File: config.mk
export PLATFORM = sky130hd
export DESIGN_NAME = rpn_ctrl
export DESIGN_NICKNAME = d
export VERILOG_FILES = /design/src/rtl/core/rpn_pkg.sv /design/src/rtl/core/rpn_ctrl.sv
export SDC_FILE = /design/constraint.sdc
export NUM_CORES = 1
export LEC_CHECK = 0
export BUFFER_PORTS_ARGS = -buffer_cell sky130_fd_sc_hd__buf_2
export CAP_MARGIN = 20
export CORE_AREA = 4 4 41 43
export DETAILED_ROUTE_END_ITERATION = 8
export DIE_AREA = 0 0 45 47
export PLACE_DENSITY_LB_ADDON = 0.15
export RECOVER_POWER = 25
export REMOVE_ABC_BUFFERS = 1
export SLEW_MARGIN = 15
export SYNTH_ARGS = -nofsm -noshare
export SYNTH_HDL_FRONTEND = slang
export SYNTH_SLANG_ARGS = --single-unit
File: constraint.sdc
create_clock -name clk_i -period 2.2 [get_ports clk_i]
set_clock_uncertainty 0.2 [all_clocks]
set_input_delay 0.44 -clock clk_i [delete_from_list [all_inputs] [get_ports clk_i]]
set_output_delay 0.44 -clock clk_i [all_outputs]
set_load 0.01 [all_outputs]
File: src/rtl/core/rpn_pkg.sv
// Package with shared types and constants of the RPN stack calculator.
`default_nettype none

package rpn_pkg;

  localparam int unsigned StackDepthDef = 16;
  localparam int unsigned DataW         = 32;
  localparam int unsigned DepthW        = 5;

  localparam logic signed [DataW-1:0] QMax = 32'sh7FFF_FFFF;
  localparam logic signed [DataW-1:0] QMin = 32'sh8000_0000;

  typedef enum logic [1:0] {
    OP_ADD = 2'd0,
    OP_SUB = 2'd1,
    OP_MUL = 2'd2,
    OP_DIV = 2'd3
  } op_e;

  typedef enum logic [1:0] {
    ST_OK   = 2'd0,
    ST_FULL = 2'd1,
    ST_DIV0 = 2'd2,
    ST_SAT  = 2'd3
  } status_e;

  typedef enum logic {
    MODE_PUSH = 1'b0,
    MODE_OP   = 1'b1
  } mode_e;

  // Commands from the controller to the datapath.
  typedef struct packed {
    logic ld_in;
    logic ld_right;
    logic ld_left;
    logic exec;
    logic mul_fin;
    logic div_step;
    logic div_fin;
    logic commit;
  } rpn_cmd_t;

  // Status from the datapath to the controller.
  typedef struct packed {
    logic is_op;
    op_e  opcode;
    logic div_direct;
    logic div_last;
    logic out_busy;
  } rpn_stat_t;

endpackage

`default_nettype wire

File: src/rtl/core/rpn_ctrl.sv
// Controller state machine that sequences one calculator transaction.
`default_nettype none

module rpn_ctrl
  import rpn_pkg::*;
(
  input  wire logic      clk_i,
  input  wire logic      rst_ni,
  input  wire logic      req_valid_i,
  output logic           req_ready_o,
  input  wire rpn_stat_t stat_i,
  output rpn_cmd_t       cmd_o
);

  typedef enum logic [7:0] {
    S_IDLE  = 8'b0000_0001,
    S_LOAD  = 8'b0000_0010,
    S_FETCH = 8'b0000_0100,
    S_EXEC  = 8'b0000_1000,
    S_MUL   = 8'b0001_0000,
    S_DIV   = 8'b0010_0000,
    S_DFIN  = 8'b0100_0000,
    S_DONE  = 8'b1000_0000
  } state_e;

  state_e state_q, state_d;

  assign req_ready_o = (state_q == S_IDLE);

  always_comb begin
    state_d = state_q;
    cmd_o   = '0;
    case (state_q)
      S_IDLE: begin
        if (req_valid_i) begin
          cmd_o.ld_in = 1'b1;
          state_d     = S_LOAD;
        end
      end
      S_LOAD: begin
        if (stat_i.is_op) begin
          cmd_o.ld_right = 1'b1;
          state_d        = S_FETCH;
        end else begin
          state_d = S_DONE;
        end
      end
      S_FETCH: begin
        cmd_o.ld_left = 1'b1;
        state_d       = S_EXEC;
      end
      S_EXEC: begin
        cmd_o.exec = 1'b1;
        case (stat_i.opcode)
          OP_MUL:  state_d = S_MUL;
          OP_DIV:  state_d = stat_i.div_direct ? S_DONE : S_DIV;
          default: state_d = S_DONE;
        endcase
      end
      S_MUL: begin
        cmd_o.mul_fin = 1'b1;
        state_d       = S_DONE;
      end
      S_DIV: begin
        cmd_o.div_step = 1'b1;
        if (stat_i.div_last) begin
          state_d = S_DFIN;
        end
      end
      S_DFIN: begin
        cmd_o.div_fin = 1'b1;
        state_d       = S_DONE;
      end
      S_DONE: begin
        // The result waits here until the output register is free.
        if (!stat_i.out_busy) begin
          cmd_o.commit = 1'b1;
          state_d      = S_IDLE;
        end
      end
      default: state_d = S_IDLE;
    endcase
  end

  always_ff @(posedge clk_i or negedge rst_ni) begin
    if (!rst_ni) begin
      state_q <= S_IDLE;
    end else begin
      state_q <= state_d;
    end
  end

endmodule

`default_nettype wire

# ---- Word level (Yosys, flattened, before mapping)
# Index checks and enable logic that the tools add are counted.
dict set report totals {
  ff_bits 8
  word_cells 34
}
dict set report op_classes {
  eq_ne 13
  n_mux 18
  reduce_logical 2
}
# operator count
set ops {}
lappend ops {{$pmux 8 s7} 1}
lappend ops {{$mux 8} 5}
lappend ops {{$pmux 8 s2} 1}
lappend ops {{$mux 1} 11}
lappend ops {{$eq 8x1->1 const B} 1}
lappend ops {{$eq 8x2->1 const B} 1}
lappend ops {{$eq 8x3->1 const B} 1}
lappend ops {{$eq 8x4->1 const B} 1}
lappend ops {{$eq 8x5->1 const B} 1}
lappend ops {{$eq 8x6->1 const B} 1}
lappend ops {{$eq 8x7->1 const B} 1}
lappend ops {{$eq 8x8->1 const B} 1}
lappend ops {{$ne 2x2->1 const B} 3}
lappend ops {{$eq 2x2->1 const B} 2}
lappend ops {{$reduce_and 3->1} 1}
lappend ops {{$reduce_or 2->1} 1}

# ---- Longest topological paths before layout
dict set report depth {
  ltp_word 3
  mapped_depth 5
  mapped_depth_nobuf 4
}

# ---- Least setup slack after synthesis
# Ideal clock, no wire load.
dict set report synth_timing {
  kind {register to output}
  startpoint {register state_q[1]}
  endpoint {output cmd_o[0] in the netlist's numbering}
  arrival_time_ns 1.359
  t_required_ns 1.560
  setup_slack_ns 0.201
  path_stages_with_launch 5
  path_cell_list {dfrtp_1 buf_2 nor4_2 nand2_1 nor4b_1}
}
# item line_no
set synth_lines {}
lappend synth_lines {{start, declared} rpn_ctrl.sv:26} ;# state_e state_q, state_d;
lappend synth_lines {{start signal, assigned} rpn_ctrl.sv:89} ;# state_q <= state_d;
lappend synth_lines {{end, declared} rpn_ctrl.sv:12} ;# output rpn_cmd_t cmd_o

==> reports/metrics.csv <==
metric,value,unit
RSZ-0062 raised after global routing,true,
# rows,13,
Max-Cap Viols,0,
Initial Utilization,0.456,
input/output buffers,17,
Mapped Area,593,µm²
chip height,47,µm
GPL Wtd Cong,0.713,
post-detailed-route wirelength per cell,12.5,µm
CP startpoint kind,register,
via count,546,
Reg2Reg Capture Point,state_q[0],
post-synthesis sequential area ratio,0.340,
overall die width,45,µm
crit-path max cell delay,460,ps
first-pass GRT wire length,2080,µm
worst r2r src,state_q[6],
LEAKAGE,0.000367,µW
worst slew pin tran,429,ps
PwrDens,904,nW/µm²
core area,1300,µm²
Avg Inst Size Synth,9.57,µm²
setup violators final,0,
Post-synth EDFFs,0,
Crit Path Max Fanout,6,
Util after Layout,0.592,
antenna-violating nets left,0,
Synth Instances,62,
max FFs per register,8,
fillcell total,126,
Final Max Tran Viols,0,
#FFs+latches synth,8,
CP max-delay cell,dfrtp_2,
Num CTS Buffers,3,
DP Worst Slack,244,ps
Cell variety after synth,32,
first drt pass iteration count,4,
crit-path cells,nor4_4 -> nand2_2 -> and4bb_2 -> buf_6,
CP startpoint,state_q[5],
NumNets Final,94,
Final Cycle Share,0.988,
number of vias per cell,5.52,
vias in the first global route,493,
worst min path class,in -> reg,
critical setup path kind,reg -> out,
Largest regs,state_q: 8 flops,
antenna violations before repair,0,
Worst Setup EP,cmd_o[6],
Peak VDD IR,406,µV
area delta synth->final,30.0,%
ys flop type,dfrtp_1,
Total Die Area,2120,µm²
hold_ws,162,ps
Placed Instances,93,
final cell count without fillers,99,
H-tree depth,1,
Top-Level Pins,18,
Worst EP arrival,1530,ps
Remaining DRCs,0,
largest net degree at the start of global routing,10,
status,completed,
layout cell share with drive strength beyond 1,0.476,
ant diodes,0,
Async SR Flop Fraction,1.00,
Worst Path Required,1560,ps
CP Depth,4,
Routed WL,1240,µm
Reg2Reg Depth,5,
grt ovf,0,
Clock Sinks,8,
CTS tree,yes,
Tmin final,2170,ps
gr usage total,0.144,
clk_lat worst skew,260,ps
Reg2Reg Setup Slack,450,ps
Reg with most FFs,state_q,
post-DP HPWL,944,µm
endpoints failing hold,0,
crit end category,output pin,
deepest clock path buffer count,2,
DRT iter0 DRCs,9,
fmax,0.460,GHz
worst setup slack after layout,26.7,ps
buffer and inverter count on the worst path,1,
Root Buffer,clkbuf_4,
Ys Warns,0,
Max-Slew Margin vs Limit,0.714,
critical path's top delay family,simple AND/OR/NAND/NOR gates,
"Reg clk slew, reported paths",60,ps
==> layout by cell type, fill, tap and decap left out, types with 3 or more instances in the layout <==
cell type  instances
and2_1             3
buf_2             15
buf_4              5
clkbuf_4           3
dfrtp_1            5
nand2_1            4
nor2_1             5
o21ai_0            3
==> repair_timing <==
action	in CTS	in global routing
hold endpoints to repair	7	0
setup buffers	0	1
pin swaps	0	1
gates resized for setup	3	7
endpoints found under the setup margin	3	5
hold buffers	1	0
==> report_power, final <==
part | total (µW) | switching [µW] | internal [µW] | leakage [µW]
registers | 216 | 35.4 | 180 | 0.000104
logic | 362 | 178 | 184 | 0.000249
clock network | 119 | 49.7 | 69.3 | 0.0000150
==> layer usage <==
metal / global-route usage / share of wire / vias up
met5: 0 / 0 / -
met4: 0.123 / 0.031 / 0
met3: 0.0345 / 0.046 / 5
met2: 0.220 / 0.47 / 13
met1: 0.171 / 0.46 / 257
li1: - / - / 271
==> worst min path at each step <==
stage | from | to | slack [ps] | cells after the start
after global placement | rst_ni | state_q[4] | 90 | 1
final | stat_i[3] | state_q[4] | 160 | 2
after floorplan | rst_ni | state_q[1] | -60 | 0
after CTS | stat_i[3] | state_q[4] | 160 | 2
after global routing | stat_i[3] | state_q[4] | 150 | 2
after detailed placement | rst_ni | state_q[5] | 90 | 1
==> synthesized netlist by cell type, types with 2 or more instances <==
library cell  count  area share
nor2_1            8       0.051
dfrtp_1           7        0.30
nand2_1           5       0.032
and2_1            3       0.032
buf_2             3       0.025
o21ai_0           3       0.025
buf_6             2       0.038
inv_1             2       0.013
mux2i_1           2       0.034
nor3b_1           2       0.025
nor4_2            2       0.042
nor4b_1           2       0.030
xor2_1            2       0.030
==> cells by family (layout without fill, tap and decap cells) <==
kind of cell | Yosys count | after routing | synth area share
xor+xnor | 2 | 2 | 0.0295
buf+inv | 7 | 29 | 0.0759
simple gates | 36 | 36 | 0.428
mux | 2 | 2 | 0.0338
compound gates | 7 | 7 | 0.0928
flops | 8 | 8 | 0.340
==> final cells by class <==
| type | instances | area, µm² | area share |
|---|---|---|---|
| multi-input combinational | 47 | 377 | 0.489 |
| sequential | 8 | 204 | 0.265 |
| timing repair buffer | 23 | 138 | 0.179 |
| clock buffer | 4 | 26.3 | 0.0341 |
| tap | 15 | 18.8 | 0.0244 |
| inverter | 2 | 7.51 | 0.00974 |
==> per-stage QoR <==
| stage | power, µW | setup TNS [ps] | area [µm²] |
|---|---|---|---|
| after CTS | 647 | 0 | 732 |
| after global placement | 515 | 0 | 689 |
| after detailed placement | 515 | 0 | 689 |
| final | 697 | 0 | 771 |
| after global routing | 753 | -225 | 771 |
| after floorplan | 415 | 0 | 556 |
Power figures use the tool's default switching activity.
