## src/rtl/core/rpn_pkg.sv

```systemverilog
// Package with shared types and constants of the RPN stack calculator.
`default_nettype none

package rpn_pkg;

  localparam int unsigned StackDepthDef = 16;
  localparam int unsigned DataW         = 32;
  localparam int unsigned DepthW        = 5;

  localparam logic signed [DataW-1:0] QMax = 32'sh7FFF_FFFF;
  localparam logic signed [DataW-1:0] QMin = 32'sh8000_0000;

  typedef enum logic [1:0] {
    OP_ADD = 2'd0,
    OP_SUB = 2'd1,
    OP_MUL = 2'd2,
    OP_DIV = 2'd3
  } op_e;

  typedef enum logic [1:0] {
    ST_OK   = 2'd0,
    ST_FULL = 2'd1,
    ST_DIV0 = 2'd2,
    ST_SAT  = 2'd3
  } status_e;

  typedef enum logic {
    MODE_PUSH = 1'b0,
    MODE_OP   = 1'b1
  } mode_e;

  // Commands from the controller to the datapath.
  typedef struct packed {
    logic ld_in;
    logic ld_right;
    logic ld_left;
    logic exec;
    logic mul_fin;
    logic div_step;
    logic div_fin;
    logic commit;
  } rpn_cmd_t;

  // Status from the datapath to the controller.
  typedef struct packed {
    logic is_op;
    op_e  opcode;
    logic div_direct;
    logic div_last;
    logic out_busy;
  } rpn_stat_t;

endpackage

`default_nettype wire

```

## src/rtl/core/rpn_dp.sv

```systemverilog
// Datapath: operand stack, arithmetic units, serial divider and output register.
`default_nettype none

module rpn_dp
  import rpn_pkg::*;
#(
  parameter int unsigned STACK_DEPTH = StackDepthDef
) (
  input  wire logic               clk_i,
  input  wire logic               rst_ni,
  input  wire rpn_cmd_t           cmd_i,
  output rpn_stat_t               stat_o,
  input  wire logic               mode_i,
  input  wire logic signed [31:0] operand_i,
  input  wire logic        [1:0]  opcode_i,
  input  wire logic               out_ready_i,
  output logic                    out_valid_o,
  output logic signed [31:0]      out_top_o,
  output logic        [4:0]       out_depth_o,
  output logic        [1:0]       out_status_o
);

  localparam int unsigned AW = (STACK_DEPTH > 1) ? $clog2(STACK_DEPTH) : 1;
  localparam int unsigned CW = $clog2(STACK_DEPTH + 1);
  localparam logic [CW-1:0] CntFull = CW'(STACK_DEPTH);
  localparam logic [CW-1:0] CntTwo  = CW'(2);

  // Latched input item.
  logic               mode_q;
  logic signed [31:0] operand_q;
  op_e                opcode_q;

  // Stack storage.
  logic        [31:0] mem [STACK_DEPTH];
  logic        [31:0] rd_data_q;
  logic      [CW-1:0] cnt_q;
  logic signed [31:0] top_q;
  logic      [AW-1:0] base_addr;
  logic      [AW-1:0] wr_addr;
  logic      [CW-1:0] cnt_new;
  logic               cnt_ge2;

  // Operands and result.
  logic signed [31:0] right_q, left_q;
  logic signed [31:0] res_q;
  status_e            rstat_q;
  logic signed [63:0] prod_q;

  // Serial divider.
  logic        [31:0] rem_q, quo_q, dvs_q;
  logic               neg_q;
  logic         [4:0] step_q;
  logic        [31:0] abs_l, abs_r;
  logic        [32:0] trial, trial_sub;
  logic               q_bit;
  logic               div_ovf;

  // Add and subtract.
  logic        [32:0] sum_add, sum_sub;

  // Output register.
  logic               out_valid_q;
  logic signed [31:0] out_top_q;
  logic      [CW-1:0] out_cnt_q;
  status_e            out_status_q;

  assign cnt_ge2   = (cnt_q >= CntTwo);
  // After popping two operands the result lands at this address.
  assign base_addr = cnt_ge2 ? AW'(cnt_q - CntTwo) : '0;
  assign cnt_new   = CW'(base_addr) + CW'(1);
  assign wr_addr   = (mode_q == MODE_PUSH) ? AW'(cnt_q) : base_addr;

  assign abs_l   = left_q[31]  ? (~left_q  + 32'd1) : left_q;
  assign abs_r   = right_q[31] ? (~right_q + 32'd1) : right_q;
  // The quotient needs more than 32 magnitude bits exactly when this holds.
  assign div_ovf = ({16'd0, abs_l} >= {abs_r, 16'd0});

  assign sum_add = {left_q[31], left_q} + {right_q[31], right_q};
  assign sum_sub = {left_q[31], left_q} - {right_q[31], right_q};

  assign trial     = {rem_q, quo_q[31]};
  assign trial_sub = trial - {1'b0, dvs_q};
  assign q_bit     = ~trial_sub[32];

  assign stat_o.is_op      = (mode_q == MODE_OP);
  assign stat_o.opcode     = opcode_q;
  assign stat_o.div_direct = (right_q == 32'sd0) || div_ovf;
  assign stat_o.div_last   = (step_q == 5'd31);
  assign stat_o.out_busy   = out_valid_q && !out_ready_i;

  always_ff @(posedge clk_i) begin
    if (cmd_i.ld_in) begin
      mode_q    <= mode_i;
      operand_q <= operand_i;
      opcode_q  <= op_e'(opcode_i);
    end
    rd_data_q <= mem[base_addr];
    if (cmd_i.commit && !(mode_q == MODE_PUSH && cnt_q >= CntFull)) begin
      mem[wr_addr] <= (mode_q == MODE_PUSH) ? operand_q : res_q;
    end
  end

  always_ff @(posedge clk_i) begin
    if (cmd_i.ld_right) begin
      right_q <= (cnt_q != '0) ? top_q : 32'sd0;
    end
    if (cmd_i.ld_left) begin
      left_q <= cnt_ge2 ? rd_data_q : 32'sd0;
    end
    if (cmd_i.exec) begin
      case (opcode_q)
        OP_ADD: begin
          if (sum_add[32] != sum_add[31]) begin
            res_q   <= sum_add[32] ? QMin : QMax;
            rstat_q <= ST_SAT;
          end else begin
            res_q   <= sum_add[31:0];
            rstat_q <= ST_OK;
          end
        end
        OP_SUB: begin
          if (sum_sub[32] != sum_sub[31]) begin
            res_q   <= sum_sub[32] ? QMin : QMax;
            rstat_q <= ST_SAT;
          end else begin
            res_q   <= sum_sub[31:0];
            rstat_q <= ST_OK;
          end
        end
        OP_MUL: begin
          prod_q <= left_q * right_q;
        end
        default: begin
          neg_q  <= left_q[31] ^ right_q[31];
          dvs_q  <= abs_r;
          rem_q  <= {16'd0, abs_l[31:16]};
          quo_q  <= {abs_l[15:0], 16'd0};
          step_q <= 5'd0;
          if (right_q == 32'sd0) begin
            res_q   <= left_q[31] ? QMin : QMax;
            rstat_q <= ST_DIV0;
          end else if (div_ovf) begin
            res_q   <= (left_q[31] ^ right_q[31]) ? QMin : QMax;
            rstat_q <= ST_SAT;
          end
        end
      endcase
    end
    if (cmd_i.mul_fin) begin
      // Arithmetic shift of the product rounds toward minus infinity.
      if ((&prod_q[63:47]) || !(|prod_q[63:47])) begin
        res_q   <= prod_q[47:16];
        rstat_q <= ST_OK;
      end else begin
        res_q   <= prod_q[63] ? QMin : QMax;
        rstat_q <= ST_SAT;
      end
    end
    if (cmd_i.div_step) begin
      rem_q  <= q_bit ? trial_sub[31:0] : trial[31:0];
      quo_q  <= {quo_q[30:0], q_bit};
      step_q <= step_q + 5'd1;
    end
    if (cmd_i.div_fin) begin
      if (neg_q) begin
        if (quo_q > 32'h8000_0000) begin
          res_q   <= QMin;
          rstat_q <= ST_SAT;
        end else begin
          res_q   <= ~quo_q + 32'd1;
          rstat_q <= ST_OK;
        end
      end else if (quo_q[31]) begin
        res_q   <= QMax;
        rstat_q <= ST_SAT;
      end else begin
        res_q   <= quo_q;
        rstat_q <= ST_OK;
      end
    end
    if (cmd_i.commit) begin
      if (mode_q == MODE_PUSH) begin
        if (cnt_q >= CntFull) begin
          out_top_q    <= top_q;
          out_cnt_q    <= cnt_q;
          out_status_q <= ST_FULL;
        end else begin
          top_q        <= operand_q;
          out_top_q    <= operand_q;
          out_cnt_q    <= cnt_q + CW'(1);
          out_status_q <= ST_OK;
        end
      end else begin
        top_q        <= res_q;
        out_top_q    <= res_q;
        out_cnt_q    <= cnt_new;
        out_status_q <= rstat_q;
      end
    end
  end

  always_ff @(posedge clk_i or negedge rst_ni) begin
    if (!rst_ni) begin
      cnt_q       <= '0;
      out_valid_q <= 1'b0;
    end else begin
      if (cmd_i.commit) begin
        out_valid_q <= 1'b1;
        if (mode_q == MODE_OP) begin
          cnt_q <= cnt_new;
        end else if (cnt_q < CntFull) begin
          cnt_q <= cnt_q + CW'(1);
        end
      end else if (out_valid_q && out_ready_i) begin
        out_valid_q <= 1'b0;
      end
    end
  end

  assign out_valid_o  = out_valid_q;
  assign out_top_o    = out_top_q;
  assign out_depth_o  = DepthW'(out_cnt_q);
  assign out_status_o = out_status_q;

endmodule

`default_nettype wire

```

## config.mk

```make
export PLATFORM = sky130hd
export DESIGN_NAME = rpn_dp
export DESIGN_NICKNAME = d
export VERILOG_FILES = /design/src/rtl/core/rpn_pkg.sv /design/src/rtl/core/rpn_dp.sv
export SDC_FILE = /design/constraint.sdc
export NUM_CORES = 2
export LEC_CHECK = 0
export BUFFER_PORTS_ARGS = -buffer_cell sky130_fd_sc_hd__buf_4
export CAP_MARGIN = 20
export CORE_AREA = 2 2 293 411
export DETAILED_ROUTE_END_ITERATION = 16
export DIE_AREA = 0 0 295 413
export PLACE_DENSITY = 0.86
export SYNTH_ARGS = -nofsm -noshare
export SYNTH_HDL_FRONTEND = slang
export SYNTH_SLANG_ARGS = --single-unit
```

## constraint.sdc

```tcl
create_clock -name clk_i -period 23.4 [get_ports clk_i]
set_input_delay 1.17 -clock clk_i [delete_from_list [all_inputs] [get_ports clk_i]]
set_output_delay 1.17 -clock clk_i [all_outputs]
set_load 0.02 [all_outputs]
```

After elaboration in Yosys (flattened, before gate mapping)
Memory sizes are Yosys's and may differ from the RTL's. A register that Yosys moved wholly into a read port is not among the register bits.
Index checks and enable logic that the tools add are counted.
- multiplexer cells: 56
- multiply operators: 1
- $lt $le $gt $ge: 5
- eq/ne operators: 8
- add/subtract/negate cells: 10
- reductions and logical operators: 26
- bitwise operators: 7
- operators with widths (kind ; count):
    $mux W32 ; 27
    $add A32 B1 Y32 const B ; 3
    $not A32 Y32 ; 3
    $pmux W32 S3 ; 1
    $mul A32 B32 Y64 ; 1
    $ge A32 B48 Y1 ; 1
    $mux W5 ; 7
    $add A32 B32 Y33 ; 1
    $sub A32 B32 Y33 ; 1
    $sub A33 B32 Y33 ; 1
    $gt A32 B32 Y1 const B ; 1
    $logic_not A32 Y1 ; 1
    $mux W31 ; 1
    $mux W2 ; 12
    $reduce_and A17 Y1 ; 1
    $reduce_or A17 Y1 ; 1
    $add A5 B1 Y5 const B ; 2
    $reduce_and A2 Y1 ; 5
    $mux W4 ; 2
    $pmux W2 S3 ; 1
    $reduce_bool A2 Y1 ; 3
    $reduce_bool A6 Y1 ; 1
    $add A4 B1 Y5 const B ; 1
    $eq A5 B5 Y1 const B ; 1
    other kinds (21) ; 34
- input bits: 46
- flip-flop bits (word level): 344
- memories kept: 1
- RAM bits: 512
- output and inout port bits: 46
- logic and storage cells: 132
- memory list (name ; depth ; width ; rd ports ; clocked after memory_dff ; wr ports ; RTL line ; text):
    mem ; 16 ; 32 ; 1 ; 1 ; 1 ; rpn_dp.sv:34 ; logic [31:0] mem [STACK_DEPTH];

Depth between registers and ports, before layout
- word-level depth: 10
- gate-level depth with buffers: 34
- depth with buffers taken out: 29

Worst setup path before layout
No wires, ideal clock.
- kind: register -> register
- start: reg left_q[31]
- end: reg prod_q[63] (data pin)
- path buffers: 5
- stages on the path, launching flop included: 34
- path slack: 14163 ps
- clock period less this slack: 9237 ps
- required time: 23140 ps
- setup time: 260 ps
- data arrival time: 8977 ps
- path through: edfxtp_1 > clkbuf_1 > clkbuf_1 > clkbuf_1 > buf_1 > buf_1 > nand2_1 > inv_1 > fa_1 > inv_1 > fa_1 > fa_1 > inv_1 > fa_1 > inv_1 > fa_1 > inv_1 > fa_1 > inv_1 > fa_1 > inv_1 > fa_1 > ha_1 > a21o_1 > a21o_1 > a21oi_1 > o21ai_0 > nor3_1 > a21o_1 > o22ai_1 > o41ai_1 > o21bai_1 > a21oi_1 > xnor2_1
- cells in the longest elaborated chain, start to end: 1
- ends and longest elaborated chain (element ; RTL line ; text):
    start, declared ; rpn_dp.sv:44 ; logic signed [31:0] right_q, left_q;
    start signal, assigned ; rpn_dp.sv:108 ; left_q <= cnt_ge2 ? rd_data_q : 32'sd0;
    $mul A32 B32 Y64 ; rpn_dp.sv:131 ; prod_q <= left_q * right_q;
    end signal, assigned ; rpn_dp.sv:131 ;
    end, declared ; rpn_dp.sv:47 ; logic signed [63:0] prod_q;
No other way between the ends.
A chain may end at the register's enable or synchronous reset.

Worst setup path in the final report
Same ends and word-level chain as after synthesis.

==> impl_metrics.env <==
export IMPL_outcome="finished, final reports clean"
export IMPL_syn_cell_area_um2=76510
export IMPL_maxCapViolCount=0
export IMPL_timing_setup_tns_ns=0
export IMPL_cts_sinks=872
export IMPL_synth_cell_type_count=74
export IMPL_crit_path_frequent_cell="sky130_fd_sc_hd__fa_1"
export IMPL_worst_path_stages=24
export IMPL_route_antenna_remaining_nets=0
export IMPL_top_cell_type_s_share_of_synthesized_area_pct=32.73
export IMPL_arrival_ns=10.51
export IMPL_routed_wl_um=244500
export IMPL_detail_route_iter0_violations=6208
export IMPL_cp_end_kind="flop"
export IMPL_cts_made_buffers=84
export IMPL_synth_enable_flop_cells=834
export IMPL_viasPerCell=6.480
export IMPL_class_of_the_most_critical_hold_timing_path="input pin to async pin"
export IMPL_final_core_util_pct=68.93
export IMPL_slew_at_the_pin_with_the_worst_max_slew_slack_ns=1.208
export IMPL_fmax_mhz=99.27
export IMPL_post_route_drc_violation_count=0
export IMPL_timing_clock_skew_ns=0.05298
export IMPL_chipHeight_um=413
export IMPL_synth_yosys_warnings=0
export IMPL_grt_antenna_before_repair=28
export IMPL_timing_setup_critical_path_class="flop to flop"
export IMPL_critical_path_n_buffers_inverters=4
export IMPL_slew_headroom_pct=19.44
export IMPL_crit_required_ns=23.83
export IMPL_pin_count=92
export IMPL_wl_per_cell_um=28.17
export IMPL_cts_tree="yes"
export IMPL_dpl_wire_length_um=170600
export IMPL_syn_instance_count=7122
export IMPL_grt_setup_unrepaired="no"
export IMPL_gpl_final_weighted_congestion=1.047
export IMPL_finalHoldViolations=0
export IMPL_post_cts_buffers=0
export IMPL_buffer_type_at_the_clock_tree_root="sky130_fd_sc_hd__clkbuf_16"
export IMPL_global_route_wire_length_before_repair_um=367200
export IMPL_timing_max_transition_violations_final=0
export IMPL_grt_start_max_net_pins=71
export IMPL_initial_core_util_pct=64.60
export IMPL_largest_registers="mem (512), prod_q (48)"
export IMPL_timing_critical_path_cells="inv_1, buf_4, nor2_1, fa_1, fa_1, fa_1, fa_1, inv_1, fa_1, inv_1, fa_1, fa_1, fa_1, ha_1, nand2_1, nor4_1, nand3_1, o31a_1, a21o_1, o22ai_1, o41ai_1, o21bai_1, a21oi_1, xnor2_1"
export IMPL_setup_violations=0
export IMPL_port_buffer_count=91
export IMPL_nFillCells=8102
export IMPL_layout_drive_gt1_share_pct=6.755
export IMPL_routed_via_count=56247
export IMPL_worst_path_dominant_cell_family="adder cells"
export IMPL_layout_area_overhead_vs_synth_pct=6.689
export IMPL_largest_register="mem"
export IMPL_largest_reg_flops=512
export IMPL_die_footprint_um2=121800
export IMPL_detail_route_first_pass_iterations=8
export IMPL_synth_seq_cells=872
export IMPL_cts_resized=0
export IMPL_first_global_vias=60475
export IMPL_clockBufferDepth=3
export IMPL_critPathLaunchType="flop"
export IMPL_r2r_cells=24
export IMPL_gr_usage_all_layers_pct=41.54
export IMPL_synthesized_area_divided_by_synthesized_cell_count_um2=10.74
export IMPL_slowest_library_cell_on_the_worst_path="sky130_fd_sc_hd__fa_1"
export IMPL_cpPeakStageDelay_ns=1.06
export IMPL_finalNetCount=8442
export IMPL_clock_insertion_delay_worst_skew_ns=0.73
export IMPL_synthesis_nets=8558
export IMPL_register_area_um2=25840
export IMPL_multi_input_comb_area_um2=45080
export IMPL_final_period_utilization_pct=43.05
export IMPL_min_period_ns=10.07
export IMPL_whs_ns=0.2520
export IMPL_cts_htree_levels=3
export IMPL_synth_async_reset_ratio_pct=0.6881
export IMPL_synth_seq_area_share_pct=33.77
export IMPL_synth_largest_area_cell="sky130_fd_sc_hd__edfxtp_1"
export IMPL_die_width_um=295
export IMPL_critical_path_max_fanout=15
export IMPL_cts_hold_repair_buffers=0
export IMPL_design_core_area_um2=118400
export IMPL_num_rows=150
export IMPL_clk_pin_slew_worst_paths_ns=0.07
export IMPL_synth_main_ff_cell="sky130_fd_sc_hd__edfxtp_1"
export IMPL_synth_area_top_cells="sky130_fd_sc_hd__edfxtp_1 33%, sky130_fd_sc_hd__fa_1 28%, sky130_fd_sc_hd__inv_1 5.5%, sky130_fd_sc_hd__ha_1 5.0%, sky130_fd_sc_hd__nand2_1 4.1%"
export IMPL_global_route_overflow_total=0
metrics by stage:
stage               area (µm²)  instances  setup WS, ns
global placement         78750       8513         13.58
detailed placement       78760       8515         13.47
finish                   81630       8680         13.33
CTS                      81600       8671         13.38
floorplan                76510       7122         14.16
global route             81610       8672         12.90
cell type report:
cell class	count	share of cell area, %
Antenna cell	8	0.02453
Inverter	1129	5.199
Tap cell	1596	2.446
Multi-Input combinational cell	4703	55.22
Clock inverter	52	0.7680
Clock buffer	104	2.704
Timing Repair Buffer	216	1.980
Sequential cell	872	31.65
placed cells by master (no fill, tap or decap), types with 82 or more instances in the layout:
cell type,n
sky130_fd_sc_hd__nand2_1,837
sky130_fd_sc_hd__a21oi_1,229
sky130_fd_sc_hd__mux2i_1,87
sky130_fd_sc_hd__and2_1,480
sky130_fd_sc_hd__ha_1,306
sky130_fd_sc_hd__edfxtp_1,834
sky130_fd_sc_hd__clkbuf_16,84
sky130_fd_sc_hd__o21ai_0,197
sky130_fd_sc_hd__nor2b_1,82
sky130_fd_sc_hd__nor2_1,267
sky130_fd_sc_hd__buf_4,214
sky130_fd_sc_hd__inv_1,1120
sky130_fd_sc_hd__xnor2_1,147
sky130_fd_sc_hd__fa_1,1084
path summary, 6_finish.rpt:
check                                         start                        to  slack [ns]
max                        left_q[31]$_SDFFCE_PP0P_      prod_q[63]$_DFFE_PP_       13.33
min                                          rst_ni   out_valid_o$_DFFE_PN0P_        0.25
max reg2reg                left_q[31]$_SDFFCE_PP0P_      prod_q[63]$_DFFE_PP_       13.33
min reg2reg                   rd_data_q[10]$_DFF_P_  left_q[10]$_SDFFCE_PP0P_        0.50
max in group asynchronous                    rst_ni      cnt_q[0]$_DFFE_PN0P_       22.98
min in group clk_i            rd_data_q[10]$_DFF_P_  left_q[10]$_SDFFCE_PP0P_        0.50
cell families after synthesis:
group                    Yosys count  share of synthesized area (%)
AND/OR/NAND/NOR                 2016                          12.71
adder cells (fa/ha/maj)         1390                          33.37
AO/OA/AOI/OAI                    944                          7.950
flip-flops                       872                          33.77
multiplexers                     143                          2.196
buffers and inverters           1547                          7.603
XOR/XNOR                         210                          2.404
synthesized netlist by cell type (all sizes together), types with 32 or more instances:
cell type	instances
a211oi	79
a21o	74
a21oi	229
a311oi	67
a31oi	54
and2	483
buf	39
clkbuf	379
dfxtp	32
edfxtp	834
fa	1084
ha	306
inv	1124
mux2	39
mux2i	88
nand2	839
nand2b	38
nand3	80
nor2	285
nor2b	82
nor3	49
o21ai	199
o22ai	80
xnor2	149
xor2	61
routing by layer:
layer  vias to the layer above  GRT usage [%]  share of wire (%)
met5                         -              0              0.078
met4                        28          35.42                 11
met3                      1415          10.78                 11
met2                      4020          66.22                 47
met1                     27894          46.70                 31
li1                      22890              -                  -
Power is left out: the tool's default activity adds up to more than one toggle a clock period on the data nets, which glitch-free logic cannot reach.
